--- src/hdl/alsc_pkg.sv ---
// ---------------------------------------------------------------------------
// alsc_pkg: shared types and constants for the alarm scheduler
// Command, status and event codes, table geometry, beat field positions.
// ---------------------------------------------------------------------------
package alsc_pkg;

    localparam int SLOT_COUNT = 9;
    localparam int IDX_W      = (SLOT_COUNT > 1) ? $clog2(SLOT_COUNT) : 1;
    localparam int CNT_W      = 4;

    localparam int HOUR_W = 5;
    localparam int MIN_W  = 6;
    localparam int SEC_W  = 6;
    localparam int NEW_W  = 7;

    // Commands
    localparam logic [2:0] CMD_TICK   = 3'd0;
    localparam logic [2:0] CMD_ADD    = 3'd1;
    localparam logic [2:0] CMD_DEL    = 3'd2;
    localparam logic [2:0] CMD_OFF    = 3'd3;
    localparam logic [2:0] CMD_SNOOZE = 3'd4;
    localparam logic [2:0] CMD_READ   = 3'd5;

    // Status codes
    localparam logic [2:0] ST_OK      = 3'd0;
    localparam logic [2:0] ST_FULL    = 3'd1;
    localparam logic [2:0] ST_BADTIME = 3'd2;
    localparam logic [2:0] ST_BADNUM  = 3'd3;
    localparam logic [2:0] ST_BUSY    = 3'd4;

    // Event codes
    localparam logic [2:0] EV_NONE    = 3'd0;
    localparam logic [2:0] EV_START   = 3'd1;
    localparam logic [2:0] EV_KEY     = 3'd2;
    localparam logic [2:0] EV_TIMEOUT = 3'd3;
    localparam logic [2:0] EV_SNOOZE  = 3'd4;
    localparam logic [2:0] EV_RESUME  = 3'd5;

    // Configuration register indexes
    localparam logic REG_TIMEOUT = 1'b0;
    localparam logic REG_SNOOZE  = 1'b1;

    localparam logic [SEC_W-1:0] SEC_MAX       = 6'd59;
    localparam logic [SEC_W:0]   SEC_PER_MIN   = 7'd60;
    localparam logic [NEW_W-1:0] HOURS_PER_DAY = 7'd24;
    localparam logic [NEW_W-1:0] MIN_PER_HOUR  = 7'd60;
    localparam logic [5:0]       TIMEOUT_RESET = 6'd10;
    localparam logic [7:0]       SNOOZE_RESET  = 8'd10;

    // Output beat field positions
    localparam int OUT_STATUS_LSB = 0;
    localparam int OUT_EVENT_LSB  = 3;
    localparam int OUT_RING_BIT   = 6;
    localparam int OUT_RNUM_LSB   = 7;
    localparam int OUT_COUNT_LSB  = 11;
    localparam int OUT_HOUR_LSB   = 15;
    localparam int OUT_MIN_LSB    = 20;

    typedef enum logic [1:0] {
        CELL_HOLD,
        CELL_LOAD,
        CELL_SHIFT
    } cell_op_t;

    typedef enum logic {
        S_IDLE,
        S_EXEC
    } ctl_state_t;

    typedef struct packed {
        logic             append;
        logic             remove;
        logic [IDX_W-1:0] pos;
    } tbl_req_t;

    typedef struct packed {
        logic             hit;
        logic [IDX_W-1:0] hit_idx;
        logic [HOUR_W-1:0] rd_hour;
        logic [MIN_W-1:0]  rd_minute;
    } tbl_rsp_t;

endpackage

--- src/hdl/alsc_cell.sv ---
// ---------------------------------------------------------------------------
// alsc_cell: one alarm table entry
// Holds one hour:minute, loads a new entry or takes its upper neighbor's entry,
// and joins the first-match chain that runs along the row.
// ---------------------------------------------------------------------------
module alsc_cell
    import alsc_pkg::*;
(
    input  logic              clk,
    input  cell_op_t          op,
    input  logic [HOUR_W-1:0] load_hour,
    input  logic [MIN_W-1:0]  load_minute,
    input  logic [HOUR_W-1:0] nbr_hour,
    input  logic [MIN_W-1:0]  nbr_minute,
    input  logic [HOUR_W-1:0] cmp_hour,
    input  logic [MIN_W-1:0]  cmp_minute,
    input  logic              occupied,
    input  logic              found_in,
    output logic [HOUR_W-1:0] hour,
    output logic [MIN_W-1:0]  minute,
    output logic              found_out,
    output logic              hit
);

    logic [HOUR_W-1:0] hour_reg, hour_next;
    logic [MIN_W-1:0]  minute_reg, minute_next;
    logic              match;

    always_comb
    begin
        hour_next   = hour_reg;
        minute_next = minute_reg;
        unique case (op)
            CELL_LOAD:
            begin
                hour_next   = load_hour;
                minute_next = load_minute;
            end
            CELL_SHIFT:
            begin
                hour_next   = nbr_hour;
                minute_next = nbr_minute;
            end
            default:
            begin
                hour_next   = hour_reg;
                minute_next = minute_reg;
            end
        endcase
    end

    always_ff @(posedge clk)
    begin
        hour_reg   <= hour_next;
        minute_reg <= minute_next;
    end

    assign match     = occupied && (hour_reg == cmp_hour) && (minute_reg == cmp_minute);
    assign hit       = match && !found_in;
    assign found_out = found_in || match;
    assign hour      = hour_reg;
    assign minute    = minute_reg;

endmodule

--- src/hdl/alsc_table.sv ---
// ---------------------------------------------------------------------------
// alsc_table: row of alarm cells
// Appends at the fill point, closes a gap by shifting upper entries down,
// finds the first entry equal to the clock and reads one entry by index.
// ---------------------------------------------------------------------------
module alsc_table
    import alsc_pkg::*;
(
    input  logic              clk,
    input  tbl_req_t          req,
    input  logic [CNT_W-1:0]  count,
    input  logic [HOUR_W-1:0] load_hour,
    input  logic [MIN_W-1:0]  load_minute,
    input  logic [HOUR_W-1:0] cmp_hour,
    input  logic [MIN_W-1:0]  cmp_minute,
    input  logic [IDX_W-1:0]  rd_idx,
    output tbl_rsp_t          rsp
);

    logic [HOUR_W-1:0] cell_hour   [SLOT_COUNT];
    logic [MIN_W-1:0]  cell_minute [SLOT_COUNT];
    logic [SLOT_COUNT:0]   found;
    logic [SLOT_COUNT-1:0] hit;
    cell_op_t              op [SLOT_COUNT];

    assign found[0] = 1'b0;

    for (genvar i = 0; i < SLOT_COUNT; i++)
    begin : g_cell
        localparam int NB = (i + 1 < SLOT_COUNT) ? i + 1 : i;

        always_comb
        begin
            op[i] = CELL_HOLD;
            if (req.append && (req.pos == IDX_W'(i)))
                op[i] = CELL_LOAD;
            else if (req.remove && (IDX_W'(i) >= req.pos) && (i + 1 < SLOT_COUNT))
                op[i] = CELL_SHIFT;
        end

        alsc_cell u_cell (
            .clk         (clk),
            .op          (op[i]),
            .load_hour   (load_hour),
            .load_minute (load_minute),
            .nbr_hour    (cell_hour[NB]),
            .nbr_minute  (cell_minute[NB]),
            .cmp_hour    (cmp_hour),
            .cmp_minute  (cmp_minute),
            .occupied    (CNT_W'(i) < count),
            .found_in    (found[i]),
            .hour        (cell_hour[i]),
            .minute      (cell_minute[i]),
            .found_out   (found[i+1]),
            .hit         (hit[i])
        );
    end

    always_comb
    begin
        rsp           = '0;
        rsp.hit       = found[SLOT_COUNT];
        for (int i = 0; i < SLOT_COUNT; i++)
        begin
            if (hit[i])
                rsp.hit_idx = IDX_W'(i);
            if (rd_idx == IDX_W'(i))
            begin
                rsp.rd_hour   = cell_hour[i];
                rsp.rd_minute = cell_minute[i];
            end
        end
    end

endmodule

--- src/hdl/multi_slot_alarm_scheduler.sv ---
// ---------------------------------------------------------------------------
// multi_slot_alarm_scheduler: time-of-day alarm table with ring control
// Keeps up to SLOT_COUNT alarms and runs ring, timeout and snooze handling.
// ---------------------------------------------------------------------------
// Usage:
//   s_* carries one command beat (tick, add, delete, off, snooze, read).
//   m_* returns exactly one result beat per command, in order.
//   cfg_we/cfg_index/cfg_data write ring timeout (0) and snooze length (1);
//   write only while no command is in flight.
// Timing:
//   A command first has its beat captured; then the cell row shifts or loads
//   and the first-match chain along the row resolves while it executes.
//   The result is registered when the command retires; the next command is
//   taken once the block is idle again.
//   The result register lets the next beat in while a result waits; if the
//   receiver stalls longer, the block holds the second command until the
//   result register frees up.
// Reset:
//   Empties the table, stops any ring or snooze, restores timeout and snooze
//   to 10. Entries above the fill count are never read, so cells need none.
// ---------------------------------------------------------------------------
module multi_slot_alarm_scheduler
    import alsc_pkg::*;
(
    input  logic        clk,
    input  logic        rst_n,
    input  logic        s_tvalid,
    output logic        s_tready,
    // cmd, now_hour, now_minute, now_second, new_hour, new_minute, slot_number
    input  logic [39:0] s_tdata,
    output logic        m_tvalid,
    input  logic        m_tready,
    // status, event_res, ringing, ring_number, entry_count, entry_hour,
    // entry_minute
    output logic [31:0] m_tdata,
    input  logic        cfg_we,
    input  logic        cfg_index,
    input  logic [7:0]  cfg_data
);

    ctl_state_t state_reg, state_next;

    // captured command beat
    logic [2:0]        cmd_reg;
    logic [HOUR_W-1:0] hh_reg;
    logic [MIN_W-1:0]  mm_reg;
    logic [SEC_W-1:0]  ss_reg;
    logic [NEW_W-1:0]  nh_reg;
    logic [NEW_W-1:0]  nm_reg;
    logic [3:0]        num_reg;
    logic [SEC_W-1:0]  ss_in;

    // control state
    logic [CNT_W-1:0]  count_reg, count_next;
    logic              ring_reg, ring_next;
    logic              snz_reg, snz_next;
    logic [IDX_W-1:0]  slot_reg, slot_next;
    logic [SEC_W-1:0]  start_reg, start_next;
    logic [7:0]        left_reg, left_next;
    logic              hv_reg, hv_next;
    logic [HOUR_W-1:0] hh_done_reg, hh_done_next;
    logic [MIN_W-1:0]  mm_done_reg, mm_done_next;
    logic [HOUR_W-1:0] rhour_reg, rhour_next;
    logic [MIN_W-1:0]  rmin_reg, rmin_next;
    logic [5:0]        timeout_reg;
    logic [7:0]        snz_len_reg;

    logic              out_valid_reg, out_valid_next;
    logic [31:0]       out_data_reg, out_data_next;

    logic              commit;
    logic              busy, num_ok, hv_eff, have_read;
    logic [SEC_W:0]    elapsed;
    logic [2:0]        status, event_code;
    logic [HOUR_W-1:0] ent_hour;
    logic [MIN_W-1:0]  ent_minute;
    logic [3:0]        ring_num;
    tbl_req_t          tbl_req;
    tbl_rsp_t          tbl_rsp;

    assign s_tready = (state_reg == S_IDLE);
    assign m_tvalid = out_valid_reg;
    assign m_tdata  = out_data_reg;
    assign commit   = (state_reg == S_EXEC) && (!out_valid_reg || m_tready);

    // clamp seconds 60..63 to 59
    assign ss_in = (s_tdata[19:14] > SEC_MAX) ? SEC_MAX : s_tdata[19:14];

    always_ff @(posedge clk)
    begin
        if (s_tvalid && s_tready)
        begin
            cmd_reg <= s_tdata[2:0];
            hh_reg  <= s_tdata[7:3];
            mm_reg  <= s_tdata[13:8];
            ss_reg  <= ss_in;
            nh_reg  <= s_tdata[26:20];
            nm_reg  <= s_tdata[33:27];
            num_reg <= s_tdata[37:34];
        end
    end

    alsc_table u_table (
        .clk         (clk),
        .req         (tbl_req),
        .count       (count_reg),
        .load_hour   (nh_reg[HOUR_W-1:0]),
        .load_minute (nm_reg[MIN_W-1:0]),
        .cmp_hour    (hh_reg),
        .cmp_minute  (mm_reg),
        .rd_idx      (IDX_W'(num_reg - 4'd1)),
        .rsp         (tbl_rsp)
    );

    always_comb
    begin
        state_next = state_reg;
        unique case (state_reg)
            S_IDLE:
            begin
                if (s_tvalid)
                    state_next = S_EXEC;
            end
            S_EXEC:
            begin
                if (commit)
                    state_next = S_IDLE;
            end
            default:
                state_next = S_IDLE;
        endcase
    end

    always_comb
    begin
        count_next   = count_reg;
        ring_next    = ring_reg;
        snz_next     = snz_reg;
        slot_next    = slot_reg;
        start_next   = start_reg;
        left_next    = left_reg;
        hv_next      = hv_reg;
        hh_done_next = hh_done_reg;
        mm_done_next = mm_done_reg;
        rhour_next   = rhour_reg;
        rmin_next    = rmin_reg;
        status       = ST_OK;
        event_code   = EV_NONE;
        have_read    = 1'b0;
        tbl_req      = '0;

        busy   = ring_reg || snz_reg;
        num_ok = (num_reg != 4'd0) && (num_reg <= count_reg);
        hv_eff = hv_reg && (hh_reg == hh_done_reg) && (mm_reg == mm_done_reg);
        if (ss_reg >= start_reg)
            elapsed = {1'b0, ss_reg - start_reg};
        else
            elapsed = SEC_PER_MIN - {1'b0, start_reg} + {1'b0, ss_reg};

        unique case (cmd_reg)
            CMD_TICK:
            begin
                if (ring_reg)
                begin
                    if (elapsed >= {1'b0, timeout_reg})
                    begin
                        hv_next      = 1'b1;
                        hh_done_next = rhour_reg;
                        mm_done_next = rmin_reg;
                        ring_next    = 1'b0;
                        snz_next     = 1'b0;
                        slot_next    = '0;
                        event_code   = EV_TIMEOUT;
                    end
                end
                else if (snz_reg)
                begin
                    if (left_reg <= 8'd1)
                    begin
                        left_next  = '0;
                        snz_next   = 1'b0;
                        ring_next  = 1'b1;
                        start_next = ss_reg;
                        event_code = EV_RESUME;
                    end
                    else
                        left_next = left_reg - 8'd1;
                end
                else
                begin
                    // drop the handled mark once the clock leaves its minute
                    hv_next = hv_eff;
                    if (tbl_rsp.hit && !hv_eff)
                    begin
                        ring_next  = 1'b1;
                        slot_next  = tbl_rsp.hit_idx;
                        start_next = ss_reg;
                        rhour_next = hh_reg;
                        rmin_next  = mm_reg;
                        event_code = EV_START;
                    end
                end
            end
            CMD_ADD:
            begin
                if (busy)
                    status = ST_BUSY;
                else if (count_reg >= CNT_W'(SLOT_COUNT))
                    status = ST_FULL;
                else if ((nh_reg >= HOURS_PER_DAY) || (nm_reg >= MIN_PER_HOUR))
                    status = ST_BADTIME;
                else
                begin
                    tbl_req.append = 1'b1;
                    tbl_req.pos    = IDX_W'(count_reg);
                    count_next     = count_reg + 4'd1;
                end
            end
            CMD_DEL:
            begin
                if (busy)
                    status = ST_BUSY;
                else if (!num_ok)
                    status = ST_BADNUM;
                else
                begin
                    tbl_req.remove = 1'b1;
                    tbl_req.pos    = IDX_W'(num_reg - 4'd1);
                    count_next     = count_reg - 4'd1;
                end
            end
            CMD_OFF:
            begin
                if (ring_reg)
                begin
                    hv_next      = 1'b1;
                    hh_done_next = rhour_reg;
                    mm_done_next = rmin_reg;
                    ring_next    = 1'b0;
                    snz_next     = 1'b0;
                    slot_next    = '0;
                    event_code   = EV_KEY;
                end
            end
            CMD_SNOOZE:
            begin
                if (ring_reg)
                begin
                    ring_next  = 1'b0;
                    snz_next   = 1'b1;
                    left_next  = snz_len_reg;
                    event_code = EV_SNOOZE;
                end
            end
            CMD_READ:
            begin
                if (!num_ok)
                    status = ST_BADNUM;
                else
                    have_read = 1'b1;
            end
            default:
                status = ST_OK;
        endcase

        // no table edit unless this cycle retires the command
        if (!commit)
            tbl_req = '0;

        if (have_read)
        begin
            ent_hour   = tbl_rsp.rd_hour;
            ent_minute = tbl_rsp.rd_minute;
        end
        else if (ring_next || snz_next)
        begin
            ent_hour   = rhour_next;
            ent_minute = rmin_next;
        end
        else
        begin
            ent_hour   = '0;
            ent_minute = '0;
        end
        ring_num = (ring_next || snz_next) ? (4'(slot_next) + 4'd1) : 4'd0;

        out_data_next = {6'd0, ent_minute, ent_hour, count_next, ring_num,
                         ring_next, event_code, status};

        if (commit)
            out_valid_next = 1'b1;
        else if (m_tready)
            out_valid_next = 1'b0;
        else
            out_valid_next = out_valid_reg;
    end

    always_ff @(posedge clk or negedge rst_n)
    begin
        if (!rst_n)
        begin
            state_reg     <= S_IDLE;
            out_valid_reg <= 1'b0;
            count_reg     <= '0;
            ring_reg      <= 1'b0;
            snz_reg       <= 1'b0;
            slot_reg      <= '0;
            start_reg     <= '0;
            left_reg      <= '0;
            hv_reg        <= 1'b0;
            hh_done_reg   <= '0;
            mm_done_reg   <= '0;
            rhour_reg     <= '0;
            rmin_reg      <= '0;
            timeout_reg   <= TIMEOUT_RESET;
            snz_len_reg   <= SNOOZE_RESET;
        end
        else
        begin
            state_reg     <= state_next;
            out_valid_reg <= out_valid_next;
            if (commit)
            begin
                count_reg   <= count_next;
                ring_reg    <= ring_next;
                snz_reg     <= snz_next;
                slot_reg    <= slot_next;
                start_reg   <= start_next;
                left_reg    <= left_next;
                hv_reg      <= hv_next;
                hh_done_reg <= hh_done_next;
                mm_done_reg <= mm_done_next;
                rhour_reg   <= rhour_next;
                rmin_reg    <= rmin_next;
            end
            if (cfg_we)
            begin
                if (cfg_index == REG_TIMEOUT)
                    timeout_reg <= cfg_data[5:0];
                else if (cfg_index == REG_SNOOZE)
                    snz_len_reg <= cfg_data;
            end
        end
    end

    always_ff @(posedge clk)
    begin
        if (commit)
            out_data_reg <= out_data_next;
    end

endmodule

--- config.mk ---
export PLATFORM = sky130hd
export DESIGN_NAME = multi_slot_alarm_scheduler
export DESIGN_NICKNAME = d
export VERILOG_FILES = /design/src/hdl/alsc_pkg.sv /design/src/hdl/alsc_cell.sv /design/src/hdl/alsc_table.sv /design/src/hdl/multi_slot_alarm_scheduler.sv
export SDC_FILE = /design/constraint.sdc
export NUM_CORES = 1
export LEC_CHECK = 0
export BUFFER_PORTS_ARGS = -buffer_cell sky130_fd_sc_hd__clkbuf_2
export CAP_MARGIN = 0
export CORE_UTILIZATION = 45
export CTS_BUF_LIST = sky130_fd_sc_hd__clkbuf_16
export CTS_CLUSTER_DIAMETER = 40
export CTS_CLUSTER_SIZE = 20
export DETAILED_ROUTE_END_ITERATION = 16
export GPL_ROUTABILITY_DRIVEN = 0
export PLACE_DENSITY_LB_ADDON = 0.05
export SYNTH_ARGS = -nofsm -noshare
export SYNTH_HDL_FRONTEND = slang
export SYNTH_SLANG_ARGS = --single-unit
--- constraint.sdc ---
create_clock -name clk -period 6.35 [get_ports clk]
set_clock_uncertainty 0.1 [all_clocks]
set_input_delay 0.9525 -clock clk [delete_from_list [all_inputs] [get_ports clk]]
set_output_delay 0.9525 -clock clk [all_outputs]
set_load 0.05 [all_outputs]
# After elaboration in Yosys (flattened, before gate mapping)
# Index checks and enable logic that the tools add are counted.
dict set report totals {
  inputBits 54
  ff_bits 226
}
dict set report op_classes {
  mux 142
  eq_ne 67
  bitwise_logic 3
  n_lt_le_gt_ge 25
  n_reduce_logical 94
  add_sub_neg 8
}
# cell count
set ops {}
lappend ops {{6-bit one-hot mux with 2 select lines} 9}
lappend ops {{11-bit two-way mux} 9}
lappend ops {{5-bit one-hot mux with 2 select lines} 9}
lappend ops {{6-bit two-way mux} 13}
lappend ops {{6-bit equality test} 10}
lappend ops {{4-bit two-way mux} 14}
lappend ops {{5-bit two-way mux} 11}
lappend ops {{5-bit equality test} 10}
lappend ops {{1-bit logical AND} 49}
lappend ops {{2-bit two-way mux} 23}
lappend ops {{4-bit by 3-bit equality test with 1-bit output (second input constant)} 8}
lappend ops {{8-bit two-way mux} 4}
lappend ops {{3-bit two-way mux} 10}
lappend ops {{1-bit two-way mux} 29}
lappend ops {{4-bit one-hot mux with 2 select lines} 3}
lappend ops {{2-bit nonzero test} 12}
lappend ops {{5-bit AND reduction} 4}
lappend ops {{2-bit by 1-bit equality test with 1-bit output (second input constant)} 9}
lappend ops {{3-bit one-hot mux with 3 select lines} 2}
lappend ops {{2-bit equality test (second input constant)} 8}
lappend ops {{4-bit by 2-bit equality test with 1-bit output (second input constant)} 4}
lappend ops {{3-bit by 4-bit greater-or-equal comparator with 1-bit output (first input constant)} 4}
lappend ops {{3-bit by 4-bit less-than comparator with 1-bit output (first input constant)} 4}
lappend ops {{8-bit one-hot mux with 2 select lines} 1}
lappend ops {{38 further kinds} 80}

# Longest topological paths before layout
# Gate-level depths: netlist of the first run.
dict set report depth {
  word_depth 19
  ltp_mapped 22
  mapped_depth_nobuf 22
}

# Modules after synthesis
# Synthesis of the first run repeated with hierarchy kept, for this count alone.
dict set report unflattened {
  cells_unflattened 1154
  area_unflattened_um2 13456.7
}
# mod instances area_each_um2 cells_each
set by_module_without_submodules {}
lappend by_module_without_submodules {multi_slot_alarm_scheduler 1 6742.7 609}
lappend by_module_without_submodules {alsc_cell 9 618.1 43}
lappend by_module_without_submodules {alsc_table 1 1151.1 158}

# Worst setup path before layout of the first run
# OpenSTA, ideal clock, no wires.
dict set report synth_timing {
  kind {reg-to-reg}
  startpoint {register ss_reg[0]}
  endpoint {register out_data_reg[10], in the netlist m_tdata[10], data pin}
  t_required_ns 5.994
  setup_slack_ns 1.725
  stages_incl_launch_ff 21
  t_arrival_ns 4.269
  cell_sequence {edfxtp_1 -> inv_1 -> ha_1 -> inv_1 -> fa_1 -> a21o_1 -> a2111oi_0 -> or2_2 -> clkbuf_1 -> nor2_1 -> a31o_2 -> ha_1 -> a21o_1 -> a21oi_1 -> o21a_1 -> o21ai_0 -> o31ai_1 -> a31oi_1 -> o21ai_0 -> a311oi_1 -> a41o_1}
}
dict set report synth_between {
  elab_chain_cells 7
  elab_cells_between_ends 16
}
# element line_no
set synth_lines {}
lappend synth_lines {{from (decl)} multi_slot_alarm_scheduler.sv:47} ;# logic [SEC_W-1:0] ss_reg;
lappend synth_lines {{from (signal assigned)} multi_slot_alarm_scheduler.sv:96} ;# ss_reg <= ss_in;
lappend synth_lines {{7-bit by 6-bit adder with 7-bit output, or another cell as far along} multi_slot_alarm_scheduler.sv:158} ;# elapsed = SEC_PER_MIN - {1'b0, start_reg} + {1'b0, ss_reg};
lappend synth_lines {{7-bit two-way mux *} multi_slot_alarm_scheduler.sv:155} ;# if (ss_reg >= start_reg)
lappend synth_lines {{7-bit by 6-bit greater-or-equal comparator with 1-bit output *} multi_slot_alarm_scheduler.sv:165} ;# if (elapsed >= {1'b0, timeout_reg})
lappend synth_lines {{4-bit two-way mux / 1-bit two-way mux (equally long branches)} multi_slot_alarm_scheduler.sv:165}
lappend synth_lines {{4-bit two-way mux / 1-bit two-way mux (equally long branches)} multi_slot_alarm_scheduler.sv:163} ;# if (ring_reg)
lappend synth_lines {{4-bit one-hot mux with 2 select lines, or another cell as far along} multi_slot_alarm_scheduler.sv:160} ;# unique case (cmd_reg)
lappend synth_lines {{4-bit by 1-bit adder with 4-bit output / 1-bit logical OR (equally long branches)} multi_slot_alarm_scheduler.sv:285} ;# ring_num = (ring_next || snz_next) ? (4'(slot_next) + 4'd1) : 4'd0;
lappend synth_lines {{to (signal assigned)} multi_slot_alarm_scheduler.sv:349} ;# out_data_reg <= out_data_next;
lappend synth_lines {{to (decl)} multi_slot_alarm_scheduler.sv:69} ;# logic [31:0] out_data_reg, out_data_next;
# Mark *: on every way between the ends. The rest lies on a longest branch, timed or not.
# A chain may end at the register's enable or synchronous reset.

# Worst setup path in the final report of the first run
# Same ends and word-level chain as after synthesis.

==> impl_metrics.csv, run 1 <==
group,metric,value,unit
run_status,status,"completed",
die,coreArea,28700,um^2
setup_path,endpoint_kind,"register",
pwr,p_comb_share,28.8,%
setup_path,setup.worst_path.start_class,"register",
clock_network,cts.path.max_buffers,3,
setup_path,critPathSlowestCell,"o31ai_1",
pwr,pwr-share-seq,34.6,%
clock_network,cts_root_buf,"clkbuf_16",
yosys,ys_seq_area_share,49.33,%
die,die_h,172.8,um
final_layout,fillCellCount,2604,
sta,min_period,5.049,ns
setup_path,path_cells,"inv_1, ha_1, inv_1, fa_1, a21o_1, a2111oi_0, or2_2, nor2_1, a31o_2, ha_1, a21o_1, a21oi_1, o21a_1, o21ai_0, o31ai_1, a31oi_1, o21ai_0, a311oi_1, a41o_1",
sta,finalWorstSetupSlack,1.301,ns
global_route,grt_pass1_wl,55.12,mm
final_layout,layout_commonest_cell,"edfxtp_1",
sta,worstMarginPinSlew,1.272,ns
placement,post-place-ws,1.355,ns
final_layout,antennaDiodeCount,0,
clock_network,htree_levels,2,
sta,tns,0,ns
route,num_vias,9397,
pwr,internal-power,0.003809,W
pwr,total_leakage_power,6.023,nW
final_layout,drive_gt1_share,23.79,%
route,drc,0,
yosys,syn_area,13130,um^2
final_layout,final_cell_mix,"163 x edfxtp_1, 101 x nand2_1, 99 x xor2_1",
route,routed_wl,34.91,mm
die,io_pins,88,
global_route,track_usage,23.59,%
setup_path,critPathLaunch,"ss_reg[0]$_SDFFCE_PN1P_",
clock_network,cts_resized,0,
die,die_x,172.8,um
yosys,synth-edff-count,163,
yosys,ys_async_sr_fraction,27.88,%
final_layout,fin_nets,1340,
global_route,overflow,0,
setup_path,r2r-end,"m_tdata[10]$_SDFFCE_PP0P_",
die,start_util,45.74,%
setup_path,crit_type,"reg2reg",
route,routedWlPerCell,21.00,um
setup_path,critPathRequiredTime,6.51,ns
sta,finalHoldViolations,0,
sta,finalSetupViolCount,0,
pwr,p_switching,0.002061,W
pwr,vdd_drop_max,0.1815,mV
yosys,netlist_instances,1165,
sta,slew_headroom,15.20,%
sta,fmaxAchievable,198.1,MHz
sta,min_period_over_period,79.50,%
clock_network,cts_tree,"yes",
setup_path,cp_max_fo,8,
setup_path,rr_worst_depth,19,
setup_path,cp_slowest_stage_delay,0.54,ns
global_route,grt_max_degree,64,
yosys,synth_warnings,0,
route,drtAntennaViolNets,0,
pwr,clockPowerShare,36.7,%
final_layout,syn_to_final_growth,15.77,%
setup_path,cp_data_arrival_time,5.21,ns
flow_run,cap_violations,0,
clock_network,clk_latency,0.53,ns
global_route,grt_pass1_vias,9454,
clock_network,cts_buffers,42,
die,rows,62,
pwr,p_total,0.005870,W
worst_hold_path,min_path_type,"reg2reg",
route,vias_per_cell,5.654,
yosys,synthDistinctLibCells,82,
yosys,synth.ff_latch_count,226,
pwr,power.density,386.2,nW/um^2
sta,slew_violations,0,
route,drt-pass1-iter-count,5,
die,die-area,29860,um^2
route,drt_iter0_drc,687,
final_layout,fin_area,15200,um^2
yosys,ys.flop_type,"edfxtp_1",
pwr,switching_share,35.11,%
sta,rsz0062_at_grt,"no",
placement,place_area,13830,um^2
clock_network,clkSlewWorstSetupHoldPaths,0.05,ns
yosys,syn_avg_cell_area,11.27,um^2
clock_network,cts_setup_buffers,0,
setup_path,r2r_start,"ss_reg[0]$_SDFFCE_PN1P_",
worst_hold_path,worstHoldStart,"ss_reg[0]$_SDFFCE_PN1P_",
final_layout,largest_register_ffs,54,
setup_path,rrSetupSlack,1.30,ns
global_route,antenna_found_initial,0,
placement,dp_hpwl,25.66,mm
placement,portBuffers,79,
clock_network,cts.sink_count,226,
clock_network,ctsHoldBuffers,0,
setup_path,endpoint,"m_tdata[10]$_SDFFCE_PP0P_",
==> area by class of cell <==
| cell class | count | area, um^2 | share of cell area [%] |
|---|---|---|---|
| Sequential cell | 226 | 6476 | 42.61 |
| Clock buffer | 44 | 1101 | 7.244 |
| Inverter | 45 | 168.9 | 1.111 |
| Clock inverter | 32 | 272.8 | 1.795 |
| Timing Repair Buffer | 101 | 560.5 | 3.688 |
| Tap cell | 384 | 480.5 | 3.161 |
| Multi-Input combinational cell | 830 | 6140 | 40.39 |
==> per-stage QoR <==
step           util, %  std cells  hold slack [ns]
2_1_floorplan        -       1170           0.3206
3_3_place_gp     48.17       1586           0.3905
3_5_place_dp     48.17       1586           0.3962
4_1_cts          52.96       1662           0.4072
5_1_grt          52.96       1662           0.4330
6_report         52.96       1662           0.4043
==> power groups by stage <==
stage / Combinational [W] / Sequential, W / Clock, W
floorplan: 0.00113 / 0.00216 / 0
global placement: 0.00167 / 0.00205 / 0
detailed placement: 0.00169 / 0.00206 / 0
CTS: 0.00169 / 0.00203 / 0.00219
global route: 0.00186 / 0.00206 / 0.00226
finish: 0.00169 / 0.00203 / 0.00215
==> worst min path at each step <==
stage	endpoint	slack [ns]	cells after the start
global route	start_reg[0]$_DFFE_PN0P_	0.43	1
detailed placement	start_reg[0]$_DFFE_PN0P_	0.40	1
CTS	start_reg[0]$_DFFE_PN0P_	0.41	1
floorplan	u_table.g_cell[8].u_cell.minute[3]$_DFFE_PP_	0.32	0
finish	start_reg[0]$_DFFE_PN0P_	0.40	1
global placement	left_reg[3]$_DFFE_PN0P_	0.39	2
==> routing by layer <==
metal  GRT usage [%]  routed length, um  part of all wire (%)  vias up
met5               0                  0                     0        -
met4           5.826                728                   2.1        0
met3           3.430               1499                   4.3       58
met2           39.67              16540                    47      230
met1           32.03              16140                    46     4661
li1                -                  -                     -     4448
==> worst max-delay path, delay by kind of cell, from the launching register on <==
family / cells / cell delay, ns
buffers and inverters: 2 / 0.14
DFF: 1 / 0.37
AOI/OAI and AO/OA: 12 / 3.03
and+or+nand+nor: 2 / 0.34
adders and majority gates: 3 / 0.82
==> logic make-up (layout without fill, tap and decap cells) <==
| kind of cell | count (synthesis) | after routing | synth area share (%) |
|---|---|---|---|
| AND/OR/NAND/NOR | 314 | 314 | 11.86 |
| AO/OA/AOI/OAI | 229 | 229 | 12.17 |
| flip-flops | 226 | 226 | 49.33 |
| XOR/XNOR | 123 | 123 | 8.205 |
| multiplexers | 118 | 118 | 10.30 |
| buffers and inverters | 114 | 222 | 4.127 |
| adder cells (fa/ha/maj) | 40 | 40 | 3.984 |
| other | 1 | 6 | 0.02856 |
==> cells in the mapped netlist, types with 19 or more instances <==
library cell,n,area (um^2)
a211oi_1,19,142.6
a21oi_1,42,210.2
a22oi_1,23,172.7
buf_4,21,157.7
clkbuf_1,28,105.1
dfrtp_1,59,1476
edfxtp_1,163,4895
ha_1,37,462.9
inv_1,42,157.7
mux2_2,97,1092
nand2_1,101,379.1
nand3_1,35,175.2
nor2_1,67,251.5
nor4_1,24,150.1
o21ai_0,45,225.2
xnor2_1,24,210.2
xor2_1,99,867.1
Note: power is estimated with default switching activity, not from simulation.
==> run 2: changes to the inputs <==
clock period = 5 ns   (was 6.35 ns; I/O delays follow)
==> run 2 against run 1 <==
- count of clock-buffer cells in the layout down 5
- flip-flop and latch count unchanged
- first-iteration DRC count down 3.2%
- sequential power up 26%
- highest routed layer unchanged
==> impl_metrics.csv, run 2 (same netlist as run 1, synthesis figures left out) <==
group,metric,value,unit
clock_network,clk_latency,0.53,ns
die,die_x,172.8,um
sta,worstMarginPinSlew,1.232,ns
global_route,grt_pass1_wl,54.37,mm
placement,portBuffers,79,
pwr,power.density,480.4,nW/um^2
route,routed_wl,35.24,mm
placement,post-place-ws,0.1638,ns
route,vias_per_cell,5.674,
die,die_h,172.8,um
final_layout,layout_commonest_cell,"edfxtp_1",
sta,min_period,4.620,ns
clock_network,cts_resized,0,
route,routedWlPerCell,21.09,um
die,io_pins,88,
setup_path,setup.worst_path.start_class,"register",
clock_network,cts_root_buf,"clkbuf_16",
run_status,status,"completed",
die,start_util,45.74,%
global_route,track_usage,23.62,%
clock_network,cts.path.max_buffers,3,
clock_network,cts_setup_buffers,0,
final_layout,fin_nets,1351,
route,drt_iter0_drc,665,
clock_network,cts.sink_count,226,
final_layout,fillCellCount,2579,
clock_network,htree_levels,2,
pwr,vdd_drop_max,0.2399,mV
route,drt-pass1-iter-count,6,
clock_network,cts_tree,"yes",
sta,tns,0,ns
sta,finalWorstSetupSlack,0.3798,ns
final_layout,antennaDiodeCount,0,
final_layout,largest_register_ffs,54,
sta,whs,0.2905,ns
route,drc,0,
clock_network,ctsHoldBuffers,0,
sta,slew_violations,0,
die,die-area,29860,um^2
flow_run,cap_violations,0,
setup_path,cp_data_arrival_time,4.79,ns
sta,finalHoldViolations,0,
sta,min_period_over_period,92.40,%
global_route,antenna_found_initial,0,
sta,slew_headroom,17.70,%
setup_path,critPathRequiredTime,5.17,ns
placement,dp_hpwl,26.21,mm
route,drtAntennaViolNets,0,
worst_hold_path,min_path_type,"in2reg",
global_route,grt_pass1_vias,9295,
clock_network,cts_buffers,39,
sta,rsz0062_at_grt,"no",
route,num_vias,9482,
setup_path,cp_max_fo,8,
clock_network,clkSlewWorstSetupHoldPaths,0.06,ns
sta,finalSetupViolCount,0,
global_route,overflow,0,
die,coreArea,28700,um^2
die,rows,62,
setup_path,crit_type,"reg2reg",
setup_path,endpoint_kind,"register",
final_layout,drive_gt1_share,24.86,%
final_layout,final_cell_mix,"163 x edfxtp_1, 101 x nand2_1, 99 x xor2_1",
final_layout,syn_to_final_growth,15.81,%
pwr,total_leakage_power,6.044,nW
global_route,grt_max_degree,64,
sta,fmaxAchievable,216.4,MHz
## run 2: cell types whose count changed in the layout (fill, tap and decap cells not counted), sizes merged
| cell | before | now |
|---|---|---|
| buf | 23 | 37 |
| clkinv | 13 | 19 |
| bufinv | 3 | 2 |
| inv | 55 | 52 |
| clkbuf | 122 | 117 |
| clkinvlp | 6 | 4 |
## run 2: per-layer routing
metal | routed length, um | track usage, % | vias up | part of all wire [%]
li1 | - | - | 4475 | -
met1 | 15560 | 31.67 | 4645 | 44
met2 | 16750 | 38.89 | 292 | 48
met3 | 1816 | 3.562 | 70 | 5.2
met4 | 1112 | 8.481 | 0 | 3.2
met5 | 0 | 0 | - | 0
## run 2: power breakdown
group	switching (W)	internal (W)
Combinational	0.00142	0.000789
Sequential	0.000233	0.00232
Clock	0.000978	0.00156
## run 2: final timing paths
check                                          from                   endpoint  slack, ns  cells after the start
setup / recovery            ss_reg[0]$_SDFFCE_PN1P_  m_tdata[10]$_SDFFCE_PP0P_       0.38                     20
hold / removal                           s_tdata[8]        mm_reg[0]$_DFFE_PP_       0.29                      1
setup reg to reg            ss_reg[0]$_SDFFCE_PN1P_  m_tdata[10]$_SDFFCE_PP0P_       0.38                     20
hold reg to reg            start_reg[0]$_DFFE_PN0P_   start_reg[0]$_DFFE_PN0P_       0.41                      1
max in group asynchronous                     rst_n    rmin_reg[2]$_DFFE_PN0P_       3.89                      2
min in group asynchronous                     rst_n       m_tvalid$_DFFE_PN0P_       0.31                      2
## run 2: critical path: stages (launching register included)
cell       delay, ns
edfxtp_1        0.37
inv_1           0.07
ha_1            0.13
inv_1           0.07
fa_1            0.41
a21o_1          0.20
a2111oi_2       0.39
or2_2           0.25
nor2_1          0.06
a31o_2          0.21
ha_1            0.29
a21o_1          0.16
a21oi_1         0.14
o21a_1          0.15
o21ai_0         0.22
o31ai_1         0.28
buf_4           0.17
a21oi_1         0.04
or2_2           0.30
nor2b_1         0.13
a41o_1          0.22
## run 2: cell type report
class	instances	area, um^2	area share [%]
clock buffer	39	975.9	6.419
clock inverter	32	289.0	1.901
timing repair buffer	115	665.6	4.378
multi-input combinational	830	6148	40.44
sequential	226	6476	42.59
tap	384	480.5	3.160
inverter	45	168.9	1.111
## run 2: through the flow
step	cell area, um^2	power, W	utilization [%]	std cells
2_1_floorplan	13150	0.004170	-	1170
3_3_place_gp	13930	0.004776	48.54	1600
3_5_place_dp	13930	0.004802	48.54	1600
4_1_cts	15200	0.007370	52.94	1671
5_1_grt	15200	0.007705	52.97	1671
6_report	15200	0.007304	52.97	1671
==> run 3: changes to the inputs <==
GPL_ROUTABILITY_DRIVEN = unset   (was 0)
SYNTH_HIERARCHICAL = 1   (was unset)
==> run 3 against run 2 <==
- total power is 22% higher
- synthesized cell count shrank 1.0%
- critical path depth decreased by 2
- synthesized area is 2.4% higher
- flip-flop and latch count did not move
- via count decreased by 3.5%
- non-clock buffer count grew 4
- routed wire length shrank 6.9%
- register-to-register slack better by 0.08 ns
- worst hold slack lost 0.0039 ns
- critical path type unchanged
- highest routed layer unchanged
==> impl_metrics.csv, run 3 <==
group,metric,value,unit
clock_network,clk_latency,0.54,ns
setup_path,cp_max_fo,15,
clock_network,cts.sink_count,226,
final_layout,antennaDiodeCount,0,
route,num_vias,9150,
route,wl_met1,15.75,mm
die,coreArea,29010,um^2
clock_network,htree_levels,2,
die,die-area,30570,um^2
worst_hold_path,worstHoldStart,"s_tdata[28]",
sta,min_period,4.540,ns
final_layout,final_cell_mix,"163 x edfxtp_1, 129 x mux2_2, 116 x xnor2_1",
sta,min_period_over_period,90.80,%
pwr,switching_share,36.94,%
die,start_util,46.34,%
sta,finalSetupViolCount,0,
setup_path,endpoint_kind,"register",
setup_path,critPathRequiredTime,5.18,ns
route,drt-pass1-iter-count,5,
route,top_layer,"met4",
yosys,synth_warnings,6,
die,die_h,174.8,um
sta,tns,0,ns
pwr,p_switching,0.003289,W
sta,fmaxAchievable,220.3,MHz
flow_run,cap_violations,0,
route,vias_per_cell,5.437,
clock_network,cts_buffers,42,
route,wl_met3,1.398,mm
global_route,overflow,0,
run_status,status,"completed",
route,drc,0,
sta,worstMarginPinSlew,1.067,ns
setup_path,rr_worst_depth,18,
placement,dp_hpwl,24.34,mm
route,drt_iter0_drc,602,
clock_network,clkSlewWorstSetupHoldPaths,0.06,ns
worst_hold_path,min_path_type,"in2reg",
setup_path,rrSetupSlack,0.46,ns
final_layout,final_util,54.54,%
die,io_pins,88,
setup_path,critPathLaunch,"ss_reg[0]$_SDFFCE_PN1P_",
final_layout,largest_register_ffs,54,
final_layout,layout_commonest_cell,"edfxtp_1",
pwr,total_leakage_power,6.020,nW
route,wl_met2,15.09,mm
global_route,antenna_found_initial,0,
worst_hold_path,whs_path_depth,1,
route,drtAntennaViolNets,0,
clock_network,cts_tree,"yes",
clock_network,cts_root_buf,"clkbuf_16",
die,die_x,174.8,um
pwr,clockPowerShare,32.0,%
pwr,internal-power,0.005614,W
setup_path,setup.worst_path.start_class,"register",
sta,slew_headroom,28.66,%
setup_path,crit_type,"reg2reg",
pwr,p_comb_share,36.7,%
placement,portBuffers,79,
final_layout,syn_to_final_growth,17.70,%
clock_network,cts.path.max_buffers,3,
yosys,syn_avg_cell_area,11.66,um^2
global_route,grt_max_degree,64,
clock_network,ctsHoldBuffers,0,
global_route,track_usage,21.96,%
pwr,vdd_drop_max,0.3448,mV
global_route,grt_pass1_wl,51.91,mm
placement,place.gp.congestion,0.8406,
pwr,pwr-share-seq,31.3,%
sta,finalHoldViolations,0,
yosys,syn_area,13440,um^2
route,routedWlPerCell,19.49,um
setup_path,cp_data_arrival_time,4.72,ns
final_layout,fin_nets,1365,
sta,slew_violations,0,
setup_path,r2r_start,"ss_reg[0]$_SDFFCE_PN1P_",
pwr,power.density,562.6,nW/um^2
final_layout,drive_gt1_share,29.25,%
die,rows,62,
global_route,grt_pass1_vias,9399,
pwr,p_total,0.008903,W
route,routed_wl,32.80,mm
yosys,netlist_instances,1153,
run 3: worst paths after layout:
kind / to
worst max-delay path: m_tdata[19]$_DFFE_PP_
worst min-delay path: nm_reg[1]$_DFFE_PP_
worst max register to register: m_tdata[19]$_DFFE_PP_
worst min register to register: mm_done_reg[3]$_DFFE_PN0P_
max in group asynchronous: hh_done_reg[2]$_DFFE_PN0P_
min in group asynchronous: m_tvalid$_DFFE_PN0P_
run 3: power groups by stage:
stage                     registers, W  logic [W]  clock network (W)
final                          0.00278    0.00327            0.00285
after global routing           0.00283    0.00360            0.00300
after CTS                      0.00279    0.00329            0.00291
after detailed placement       0.00282    0.00327                  0
after global placement         0.00281    0.00321                  0
after floorplan                0.00310    0.00214                  0
run 3: worst max-delay path, cell delays in order (launching register included):
cell and delay, ns:
edfxtp_1 0.38, inv_1 0.07, ha_1 0.13, inv_1 0.07, fa_1 0.45, a211oi_1 0.22
o21ai_0 0.18, nand2_1 0.29, nor2_1 0.08, a21oi_1 0.13, ha_1 0.20, o21a_1 0.12
nor2_1 0.04, o31ai_1 0.65, a211oi_2 0.15, nor4_4 0.34, buf_4 0.30, a21oi_1 0.07
mux2_2 0.29
run 3: cell type report:
cell class,count,area [um^2]
flip-flops and latches,226,6476
clock inverters,35,375.4
clock buffers,42,1051
inverters,76,285.3
multi-input cells,801,6460
well taps,384,480.5
fillers,2601,13190
repair buffers,119,695.7
run 3: timing repair:
action	4_1_cts	5_1_grt
buffers inserted	0	5
gates resized for setup	0	5
endpoints found under the hold margin	0	0
endpoints found under the setup margin	0	25
run 3: routing by layer:
metal | up-vias | GRT usage, %
li1 | 4449 | -
met1 | 4450 | 30.45
met2 | 210 | 35.76
met3 | 41 | 3.372
met4 | 0 | 5.870
met5 | - | 0
run 3: per-stage QoR:
| step | hold slack (ns) | setup WS [ns] | area, um^2 | cells |
|---|---|---|---|---|
| final | 0.2866 | 0.4599 | 15820 | 1683 |
| after global routing | 0.2672 | -0.008732 | 15820 | 1683 |
| after CTS | 0.2652 | 0.2901 | 15760 | 1678 |
| after detailed placement | 0.3818 | 0.3418 | 14340 | 1601 |
| after global placement | 0.3788 | 0.3672 | 14340 | 1601 |
| after floorplan | 0.3496 | 0.8148 | 13470 | 1159 |
